## config.mk

```make
export PLATFORM = sky130hd
export DESIGN_NAME = obm_queue
export DESIGN_NICKNAME = d
export VERILOG_FILES = /design/src/rtl/core/obm_pkg.sv /design/src/rtl/core/obm_queue.sv
export SDC_FILE = /design/constraint.sdc
export NUM_CORES = 1
export LEC_CHECK = 0
export BUFFER_PORTS_ARGS = -buffer_cell sky130_fd_sc_hd__clkbuf_2
export CORE_MARGIN = 8
export CORE_UTILIZATION = 44
export CTS_CLUSTER_SIZE = 20
export DETAILED_ROUTE_END_ITERATION = 6
export HOLD_SLACK_MARGIN = 0.15
export PLACE_DENSITY_LB_ADDON = 0.15
export SLEW_MARGIN = 20
export SYNTH_ARGS = -nofsm -noshare
export SYNTH_HDL_FRONTEND = slang
export SYNTH_SLANG_ARGS = --single-unit
export TNS_END_PERCENT = 30
```

## constraint.sdc

```tcl
create_clock -name i_clk -period 14.21 [get_ports i_clk]
set_input_delay 2.1315 -clock i_clk [delete_from_list [all_inputs] [get_ports i_clk]]
set_output_delay 2.1315 -clock i_clk [all_outputs]
set_load 0.05 [all_outputs]
```

## src/rtl/core/obm_pkg.sv

```systemverilog
// Shared types and constants for the order book batch matcher.
// Used by every module of the block; depends on nothing.
package obm_pkg;

    localparam int VALUE_W     = 48;
    localparam int PRODUCT_W   = 8;
    localparam int TIME_W      = 32;
    localparam int IN_DATA_W   = 144;
    localparam int OUT_DATA_W  = 104;
    localparam int APB_ADDR_W  = 3;
    localparam int APB_DATA_W  = 32;
    localparam int RES_CNT_W   = 5;

    localparam logic [RES_CNT_W-1:0] MAX_RESULTS = 5'd31;

    localparam logic [APB_ADDR_W-1:0] ADDR_PRODUCT = 3'd0;
    localparam logic [APB_ADDR_W-1:0] ADDR_TIME    = 3'd4;

    localparam logic MODE_LOAD  = 1'b0;
    localparam logic MODE_MATCH = 1'b1;
    localparam logic SIDE_ASK   = 1'b0;
    localparam logic SIDE_BID   = 1'b1;

    typedef struct packed {
        logic               is_match;
        logic               side;
        logic [VALUE_W-1:0] price;
        logic [VALUE_W-1:0] amount;
        logic               own;
    } t_cmd;

    typedef struct packed {
        logic               sale_valid;
        logic [VALUE_W-1:0] price;
        logic [VALUE_W-1:0] amount;
        logic               side;
        logic               own;
        logic               overflowed;
        logic               last;
    } t_result;

    typedef enum logic [1:0] {
        BK_IDLE,
        BK_WALK,
        BK_FINISH
    } t_bk_state;

endpackage

```

## src/rtl/core/obm_queue.sv

```systemverilog
// Two-entry command queue between the front end and the book engine.
// Depends on obm_pkg.
module obm_queue (
    input  logic          i_clk,
    input  logic          i_rst_n,
    input  logic          i_push,
    input  obm_pkg::t_cmd i_cmd,
    output logic          o_full,
    input  logic          i_pop,
    output logic          o_valid,
    output obm_pkg::t_cmd o_cmd
);

    obm_pkg::t_cmd r_mem [2];
    logic          r_wp;
    logic          r_rp;
    logic [1:0]    r_cnt;

    assign o_full  = (r_cnt == 2'd2);
    assign o_valid = (r_cnt != 2'd0);
    assign o_cmd   = r_mem[r_rp];

    always_ff @(posedge i_clk) begin
        if (i_push) begin
            r_mem[r_wp] <= i_cmd;
        end
    end

    always_ff @(posedge i_clk) begin
        if (!i_rst_n) begin
            r_wp  <= 1'b0;
            r_rp  <= 1'b0;
            r_cnt <= 2'd0;
        end else begin
            if (i_push) begin
                r_wp <= ~r_wp;
            end
            if (i_pop) begin
                r_rp <= ~r_rp;
            end
            case ({i_push, i_pop})
                2'b10:   r_cnt <= r_cnt + 2'd1;
                2'b01:   r_cnt <= r_cnt - 2'd1;
                default: r_cnt <= r_cnt;
            endcase
        end
    end

endmodule

```

==> impl_metrics.toml <==
[logic_synthesis]
ys_types = 18
synth.cells.most_frequent = "edfxtp_1 (198), mux2_2 (99), buf_2 (8)"
syn_area_sq_um = 7350
synth_top_family_by_area = "multiplexers"
synthesis.nets = 434
yosys.area.top_type_share = 0.809
synth.area.mux_share = 0.152
synth_edf_count = 198
synth_fa_ha_area_frac = 0.00170
netlist_top_cells_area = "edfxtp_1 (81%), mux2_2 (15%), dfxtp_1 (1.4%), buf_2 (0.54%), buf_6 (0.46%)"
async_reset_ff_frac = 0
postSynthAreaPerCell_sq_um = 22.3
ys_seq_elements = 203
synth_simple_gate_area_frac = 0.00766
synth_top_cell_by_area = "edfxtp_1"
synth_cells = 330
yosysMostFrequentCell = "edfxtp_1"
synth_xor_area_frac = 0.00357
synth_warnings = 0
synth-main-ff-cell = "edfxtp_1"
seq_area_frac_synth = 0.822
synth-compound-area-share = 0.00272

[status]
status = "completed"

[final_layout]
fin_util = 0.560
layout.nets = 653
drive_above_1_share = 0.599
syn2layout_area_growth_pct = 25.3
diodes = 0

[sta]
setup_violations = 0
slew_headroom = 0.477
period_share = 0.336
finalCriticalPeriod_ns = 4.77
clock_skew_ns = 0.0119
rsz0062_at_grt = "false"
report.final.hold_viol_count = 0
tightest_slew_ns = 0.784
finalMaxSlewViolations = 0
setup_tns_ns = 0
max_freq_ghz = 0.210

[pwr]
p_per_area_nw_per_um2 = 153
power.total_mw = 1.41
peakVddDrop_uv = 106
power.leakage_nw = 3.48

[worst_setup_path]
critPathBufInv = 2
path_delay_family = "buffers and inverters"
critPathSlowestCell = "dfxtp_4"
reg2reg_setup_slack_ns = 12.06
path_class = "reg -> out"
crit_path_start_kind = "flop"
critPathMaxStageDelay_ns = 0.76
critical_path_arrival_ns = 2.64
path_max_fanout = 53
crit_chain = "buf_4 > mux2_2 > clkbuf_2"
cp.required_ns = 12.08
end_kind = "primary output"
reg2reg_from = "r_wp$_SDFFE_PN0P_"

[placement]
port_buffers = 203
gp_congestion = 0.746
dp_hpwl_microns = 10100

[clock_network]
cts_buffers = 21
cts_resized = 0
insertion_delay_ns = 0.48
clock-sinks = 203
cts_setup_buffers = 0
root_buffer = "clkbuf_16"
cts_tree = "done"
path_clk_slew_ns = 0.06
clock_path_buffers = 3
ctsHtreeMaxLevel = 1
cts.hold.buffers_added = 0

[floorplanning]
die_w_microns = 145
start_util = 0.447
rows = 47
core_sq_um = 16500
fp.dieH_microns = 145
ios = 204
dieArea_sq_um = 21100

[grt]
grt_overflow = 0
grt_pass1_wl_microns = 23100
antenna_found_initial = 0
grt_max_degree = 56
grt_usage = 0.138
grt_pass1_vias = 4146

[routing]
initialDrtViolationCount = 239
antenna_left = 0
wl_microns = 14800
firstDrtPassIters = 4
via_count = 3779
detail_route.wl_per_cell_microns = 19.0
vias_per_cell = 4.85
drc_errors = 0

[hold_path]
hp-start = "r_cnt[1]$_SDFFE_PN0P_"
hold_class = "reg -> reg"

[flow_run]
maxCapViolCount = 0
worst register-to-register path: cells and delay by family, from the launching register on:
| family | cells | cell delay (ns) |
|---|---|---|
| buffers and inverters | 1 | 0.73 |
| and+or+nand+nor | 1 | 0.57 |
| DFF | 1 | 0.40 |
power by group:
part	total, mW	switching [mW]	internal (mW)	leakage [nW]
Clock	0.485	0.200	0.285	0.292
Sequential	0.705	0.0125	0.692	1.90
Combinational	0.219	0.158	0.0617	1.29
Total	1.41	0.370	1.04	3.48
sequential cells by signal, summed over array words and instances (netlist names), named ones only:
name / count
r_rp: 1
r_mem: 198
r_cnt: 2
r_wp: 1
metrics by stage:
step                      cells  hold slack [ns]  setup slack, ns  cell area, sq um
after floorplan             330            0.461             7.28              7350
after global placement      746            0.475             9.91              8610
after detailed placement    746            0.492             9.89              8610
after CTS                   779            0.504             9.38              9220
after global routing        779            0.545             9.28              9220
final                       779            0.501             9.44              9220
layer usage:
metal	routed length (microns)	vias to the layer above	global-route usage
met5	0	-	0
met4	299	0	0.0359
met3	1370	22	0.0541
met2	6800	169	0.218
met1	6340	1843	0.174
li1	-	1745	-
worst paths after layout:
| check | to | depth (start not counted) |
|---|---|---|
| worst max-delay path | o_cmd[68] | 3 |
| worst min-delay path | r_cnt[1]$_SDFFE_PN0P_ | 2 |
| worst max register to register | r_mem[1][98]$_DFFE_PP_ | 2 |
| worst min register to register | r_cnt[1]$_SDFFE_PN0P_ | 2 |
cells by family after synthesis:
| family | after synthesis |
|---|---|
| flops | 203 |
| buf+inv | 12 |
| fa+ha+maj | 1 |
| simple gates | 9 |
| compound gates | 3 |
| mux | 99 |
| xor+xnor | 3 |
final cells by class:
class | count | area [sq um]
clock buffer | 31 | 593
clock inverter | 2 | 7.51
fill | 1329 | 7250
inverter | 1 | 3.75
multi-input combinational | 115 | 1240
sequential | 203 | 6050
tap | 220 | 275
timing repair buffer | 207 | 1050
placed cells by master (no fill, tap or decap):
master,count
or2_2,1
clkbuf_2,203
clkbuf_16,21
clkbuf_1,7
nor2_4,1
xor2_1,1
inv_1,1
or3_1,1
ha_1,1
clkinv_1,2
dfxtp_4,1
mux2_2,99
dfxtp_1,4
edfxtp_1,198
and2_1,3
o21a_1,1
nor2b_1,1
and2_4,1
buf_4,4
o21ai_0,1
xnor2_1,2
a21boi_1,1
clkbuf_8,3
and2b_2,1
(Power assumes the default switching activity.)
