$ cat src/rtl/core/obm_pkg.sv
// Shared types and constants for the order book batch matcher.
// Used by every module of the block; depends on nothing.
package obm_pkg;

    localparam int VALUE_W     = 48;
    localparam int PRODUCT_W   = 8;
    localparam int TIME_W      = 32;
    localparam int IN_DATA_W   = 144;
    localparam int OUT_DATA_W  = 104;
    localparam int APB_ADDR_W  = 3;
    localparam int APB_DATA_W  = 32;
    localparam int RES_CNT_W   = 5;

    localparam logic [RES_CNT_W-1:0] MAX_RESULTS = 5'd31;

    localparam logic [APB_ADDR_W-1:0] ADDR_PRODUCT = 3'd0;
    localparam logic [APB_ADDR_W-1:0] ADDR_TIME    = 3'd4;

    localparam logic MODE_LOAD  = 1'b0;
    localparam logic MODE_MATCH = 1'b1;
    localparam logic SIDE_ASK   = 1'b0;
    localparam logic SIDE_BID   = 1'b1;

    typedef struct packed {
        logic               is_match;
        logic               side;
        logic [VALUE_W-1:0] price;
        logic [VALUE_W-1:0] amount;
        logic               own;
    } t_cmd;

    typedef struct packed {
        logic               sale_valid;
        logic [VALUE_W-1:0] price;
        logic [VALUE_W-1:0] amount;
        logic               side;
        logic               own;
        logic               overflowed;
        logic               last;
    } t_result;

    typedef enum logic [1:0] {
        BK_IDLE,
        BK_WALK,
        BK_FINISH
    } t_bk_state;

endpackage

$ cat src/rtl/core/obm_front.sv
// Front end: input transaction accept, product and time filter, config registers.
// Depends on obm_pkg; feeds obm_queue.
module obm_front (
    input  logic                                i_clk,
    input  logic                                i_rst_n,
    input  logic                                s_axis_tvalid,
    output logic                                s_axis_tready,
    input  logic [obm_pkg::IN_DATA_W-1:0]       s_axis_tdata,
    input  logic [0:0]                          s_axis_tuser,
    input  logic                                psel,
    input  logic                                penable,
    input  logic                                pwrite,
    input  logic [obm_pkg::APB_ADDR_W-1:0]      paddr,
    input  logic [obm_pkg::APB_DATA_W-1:0]      pwdata,
    output logic [obm_pkg::APB_DATA_W-1:0]      prdata,
    output logic                                pready,
    input  logic                                i_q_full,
    output logic                                o_push,
    output obm_pkg::t_cmd                       o_cmd
);

    logic [obm_pkg::PRODUCT_W-1:0] r_sel_product;
    logic [obm_pkg::TIME_W-1:0]    r_sel_time;
    logic                          wr_en;
    logic                          keep;
    logic [obm_pkg::PRODUCT_W-1:0] in_product;
    logic [obm_pkg::TIME_W-1:0]    in_time;

    assign pready = 1'b1;
    assign wr_en  = psel & penable & pwrite;

    always_ff @(posedge i_clk) begin
        if (!i_rst_n) begin
            r_sel_product <= '0;
            r_sel_time    <= '0;
        end else if (wr_en) begin
            if (paddr[2] == obm_pkg::ADDR_TIME[2]) begin
                r_sel_time <= pwdata;
            end else begin
                r_sel_product <= pwdata[obm_pkg::PRODUCT_W-1:0];
            end
        end
    end

    always_comb begin
        if (paddr[2] == obm_pkg::ADDR_TIME[2]) begin
            prdata = r_sel_time;
        end else begin
            prdata = {{(obm_pkg::APB_DATA_W-obm_pkg::PRODUCT_W){1'b0}}, r_sel_product};
        end
    end

    assign s_axis_tready = ~i_q_full;

    assign o_cmd.is_match = s_axis_tuser[0];
    assign o_cmd.side     = s_axis_tdata[0];
    assign o_cmd.price    = s_axis_tdata[48:1];
    assign o_cmd.amount   = s_axis_tdata[96:49];
    assign in_product     = s_axis_tdata[104:97];
    assign in_time        = s_axis_tdata[136:105];
    assign o_cmd.own      = s_axis_tdata[137];

    // drop loads for other products or time slots
    assign keep   = (s_axis_tuser[0] == obm_pkg::MODE_MATCH) ||
                    ((in_product == r_sel_product) && (in_time == r_sel_time));
    assign o_push = s_axis_tvalid & ~i_q_full & keep;

endmodule

$ cat config.mk
export PLATFORM = sky130hd
export DESIGN_NAME = obm_front
export DESIGN_NICKNAME = d
export VERILOG_FILES = /design/src/rtl/core/obm_pkg.sv /design/src/rtl/core/obm_front.sv
export SDC_FILE = /design/constraint.sdc
export NUM_CORES = 1
export LEC_CHECK = 0
export ABC_AREA = 1
export BUFFER_PORTS_ARGS = -buffer_cell sky130_fd_sc_hd__buf_2
export CAP_MARGIN = 15
export CORE_AREA = 2 2 126 128
export CTS_CLUSTER_SIZE = 8
export DETAILED_ROUTE_END_ITERATION = 12
export DIE_AREA = 0 0 128 130
export PLACE_DENSITY = 0.51
export SYNTH_ARGS = -nofsm -noshare
export SYNTH_HDL_FRONTEND = slang
export SYNTH_SLANG_ARGS = --single-unit
$ cat constraint.sdc
create_clock -name i_clk -period 1.3 [get_ports i_clk]
set_clock_uncertainty 0.05 [all_clocks]
set_input_delay 0.065 -clock i_clk [delete_from_list [all_inputs] [get_ports i_clk]]
set_output_delay 0.065 -clock i_clk [all_outputs]
set_load 0.005 [all_outputs]
==> qor.csv <==
stage;metric;value;unit
setup_path;cp-startpoint;r_sel_time[27];
setup_path;cell_breakdown_of_the_critical_path;xnor2_2 -> nand2_2 -> nor2_4 -> nand2_2 -> nor2_2 -> nand3_2 -> a21oi_2 -> buf_2;
clocking;cts_root_buffer;sky130_fd_sc_hd__clkbuf_16;
setup_path;crit_path_max_incr_delay;330;ps
yosys;synthDistinctLibCells;20;
setup_path;critPathArrivalTime;1520;ps
setup_path;critical_path.most_common_cell;sky130_fd_sc_hd__nand2_2;
sta;fin_ws;-337.5;ps
floorplanning;coreArea;0.01542;mm2
flow_run;drv_cap;0;
yosys;synth_nets;685;
yosys;synth.area.top_cells;sky130_fd_sc_hd__dfxtp_1 25%, sky130_fd_sc_hd__buf_4 24%, sky130_fd_sc_hd__nand2_1 15%;
yosys;synth_seq_area_share;25.35;%
sta;setup_violations;1;
yosys;synth.yosys.warnings;0;
yosys;postSynthCellCount;498;
floorplanning;die_w;128;um
setup_path;critPathSlowestCell;sky130_fd_sc_hd__dfxtp_2;
cells_and_area;layout-drive-gt1-share;36.35;%
cells_and_area;most-common-layout-cells;119 x sky130_fd_sc_hd__nand2_1, 115 x sky130_fd_sc_hd__buf_2, 57 x sky130_fd_sc_hd__inv_1;
routing;antenna_left;0;
clocking;worst_skew_pair.late_latency;290;ps
setup_path;start_kind;register;
global_route;grt.overflow.total;0;
floorplanning;placementRows;46;
pwr;power.ir.vdd_worst;410.5;uV
routing;drt_pre_antenna_iters;4;
routing;route.vias.total;2981;
global_route;grt_antenna_before_repair;0;
yosys;number_of_flops_mapped_to_enable_cells_by_yosys;0;
yosys;synth_top_flop_cell;sky130_fd_sc_hd__dfxtp_1;
routing;routed_wl;10.89;mm
floorplanning;die-height;130;um
sta;period_minus_slack;1637;ps
setup_path;worstSetupPathType;register to primary output;
setup_path;worstSetupEndpointType;primary output;
placement;globalplace.congestion;0.7621;
routing;post_drt_wl_per_cell;14.40;um
floorplanning;initial_core_util;20.48;%
sta;timing_max_transition_violations_final;0;
clocking;cts.sinks;40;
clocking;cts_buffer_depth;2;
yosys;post_synthesis_instance_area;0.003159;mm2
routing;post_drt_via_cell_ratio;3.943;
sta;min_period_over_period;126.0;%
yosys;synth_top_area_share;25.35;%
setup_path;worst_r2r_start;r_sel_time[27];
pwr;power.total;3.163;mW
placement;io_buffers;115;
global_route;grt_start_max_net_pins;41;
cells_and_area;area_delta_synth_final;20.95;%
setup_path;critical_path_required;1190;ps
hold_path;min-delay-start;pwdata[8];
global_route;grt_first_pass_wirelength;15.42;mm
routing;detail_route.drc_violations;0;
global_route;grt_use_total;12.43;%
setup_path;crit_fanout;2;
yosys;synth.ff_latch_count;40;
cells_and_area;num-nets-final;751;
cells_and_area;diodes;0;
run_status;outcome;complete, but fails checks;
routing;dr.first_iter.drc_count;109;
yosys;avg_synthesized_cell_area;6.344;um2
global_route;first_global_vias;2795;
clocking;clock_tree.htree_level_count;2;
run_status;failed_checks;setup timing;
cells_and_area;utilization;24.77;%
clocking;cts_tree;built;
sta;rsz_0062_raised_after_global_routing;yes;
sta;clock.fmax;610.7;MHz
floorplanning;die_area;0.01664;mm2
floorplanning;floorplan.io_pins;321;
yosys;async_reset_ff_share;0;%
placement;hpwl;8.674;mm
hold_path;worst_hold_path_type;primary input to register;
pwr;leakagePower;2.110;nW
sta;timing_hold_violations_final;0;
clocking;path_clk_slew;60;ps
pwr;power-per-cell-area;827.8;mW/mm2
cells_and_area;commonest_non_fill_non_tap_cell_in_the_layout;sky130_fd_sc_hd__nand2_1;
clocking;cts_inserted_buffers;5;
yosys;synth.largest_area_cell;sky130_fd_sc_hd__dfxtp_1;
-- synth_stat cells, types with 2 or more instances --
library cell	number
sky130_fd_sc_hd__o21ai_0	24
sky130_fd_sc_hd__nor2_4	2
sky130_fd_sc_hd__nand4_1	3
sky130_fd_sc_hd__buf_6	4
sky130_fd_sc_hd__inv_2	22
sky130_fd_sc_hd__buf_4	102
sky130_fd_sc_hd__a21oi_1	22
sky130_fd_sc_hd__buf_2	5
sky130_fd_sc_hd__xnor2_1	18
sky130_fd_sc_hd__clkbuf_1	4
sky130_fd_sc_hd__inv_1	57
sky130_fd_sc_hd__dfxtp_1	40
sky130_fd_sc_hd__nor2_1	45
sky130_fd_sc_hd__nand2_1	123
sky130_fd_sc_hd__o21ai_1	20
sky130_fd_sc_hd__nand3_2	2
sky130_fd_sc_hd__nor2_2	2
-- stage by stage --
step                cells  setup slack [ps]  instance area, um2  TNS (ps)  hold slack, ps
finish                756            -337.5                3821    -337.5           3.361
detailed placement    725            -112.6                3400    -112.6           80.03
CTS                   755            -405.8                3771    -405.8          0.6135
global route          756            -467.9                3821    -467.9           12.22
floorplan             498             235.4                3159         0           114.2
global placement      725            -93.91                3400    -93.91           80.03
-- metal layers --
metal  track usage [%]  up-vias  part of all wire [%]
li1                  -     1511                     -
met1             13.58     1297                    40
met2             20.73      132                    46
met3             4.961       41                    10
met4             6.917        0                   3.9
met5                 0        -                     0
-- sequential cells by signal (all words and copies together), names as in the netlist --
signal         count
r_sel_product      8
r_sel_time        32
-- report_power, final --
group	internal, mW	switching, mW	leakage, nW
Combinational	0.315	0.296	1.71
Clock	0.700	0.546	0.0667
Sequential	1.27	0.0343	0.329
Total	2.29	0.877	2.11
-- worst max-delay path: cells and delay by family (launching register included) --
kind                   cells  cell delay (ps)
AND/OR/NAND/NOR            5              500
flip-flops                 1              330
buffers and inverters      1              120
AO/OA/AOI/OAI              1              130
XOR/XNOR                   1              160
-- what timing repair did --
| action | CTS | global route |
|---|---|---|
| pin swaps | 4 | 9 |
| endpoints found under the hold margin | 27 | 0 |
| gates resized for setup | 5 | 16 |
| gates cloned | 0 | 0 |
| hold buffers | 23 | 0 |
| buffers inserted | 0 | 1 |
| endpoints found under the setup margin | 2 | 2 |
-- worst paths after layout --
check        cells past startpoint             end  slack, ps
max                              8          o_push       -340
min                              3   r_sel_time[8]          3
max reg2reg                      3  r_sel_time[27]        450
min reg2reg                      2   r_sel_time[8]        410
-- area by class of cell --
| cell class | count | area [um2] |
|---|---|---|
| clock buffers | 6 | 128.9 |
| clock inverters | 1 | 5.005 |
| fillers | 1763 | 11600 |
| inverters | 79 | 296.5 |
| multi-input cells | 264 | 1251 |
| flip-flops and latches | 40 | 810.8 |
| well taps | 192 | 240.2 |
| repair buffers | 174 | 1089 |
-- kinds of logic after synthesis --
| family | share of synthesized area, % |
|---|---|
| AND/OR/NAND/NOR | 22.49 |
| AO/OA/AOI/OAI | 10.73 |
| XOR/XNOR | 4.990 |
| flip-flops | 25.35 |
| buffers and inverters | 36.32 |
| other | 0.1187 |
No activity file was read; power rests on OpenSTA's default activity.
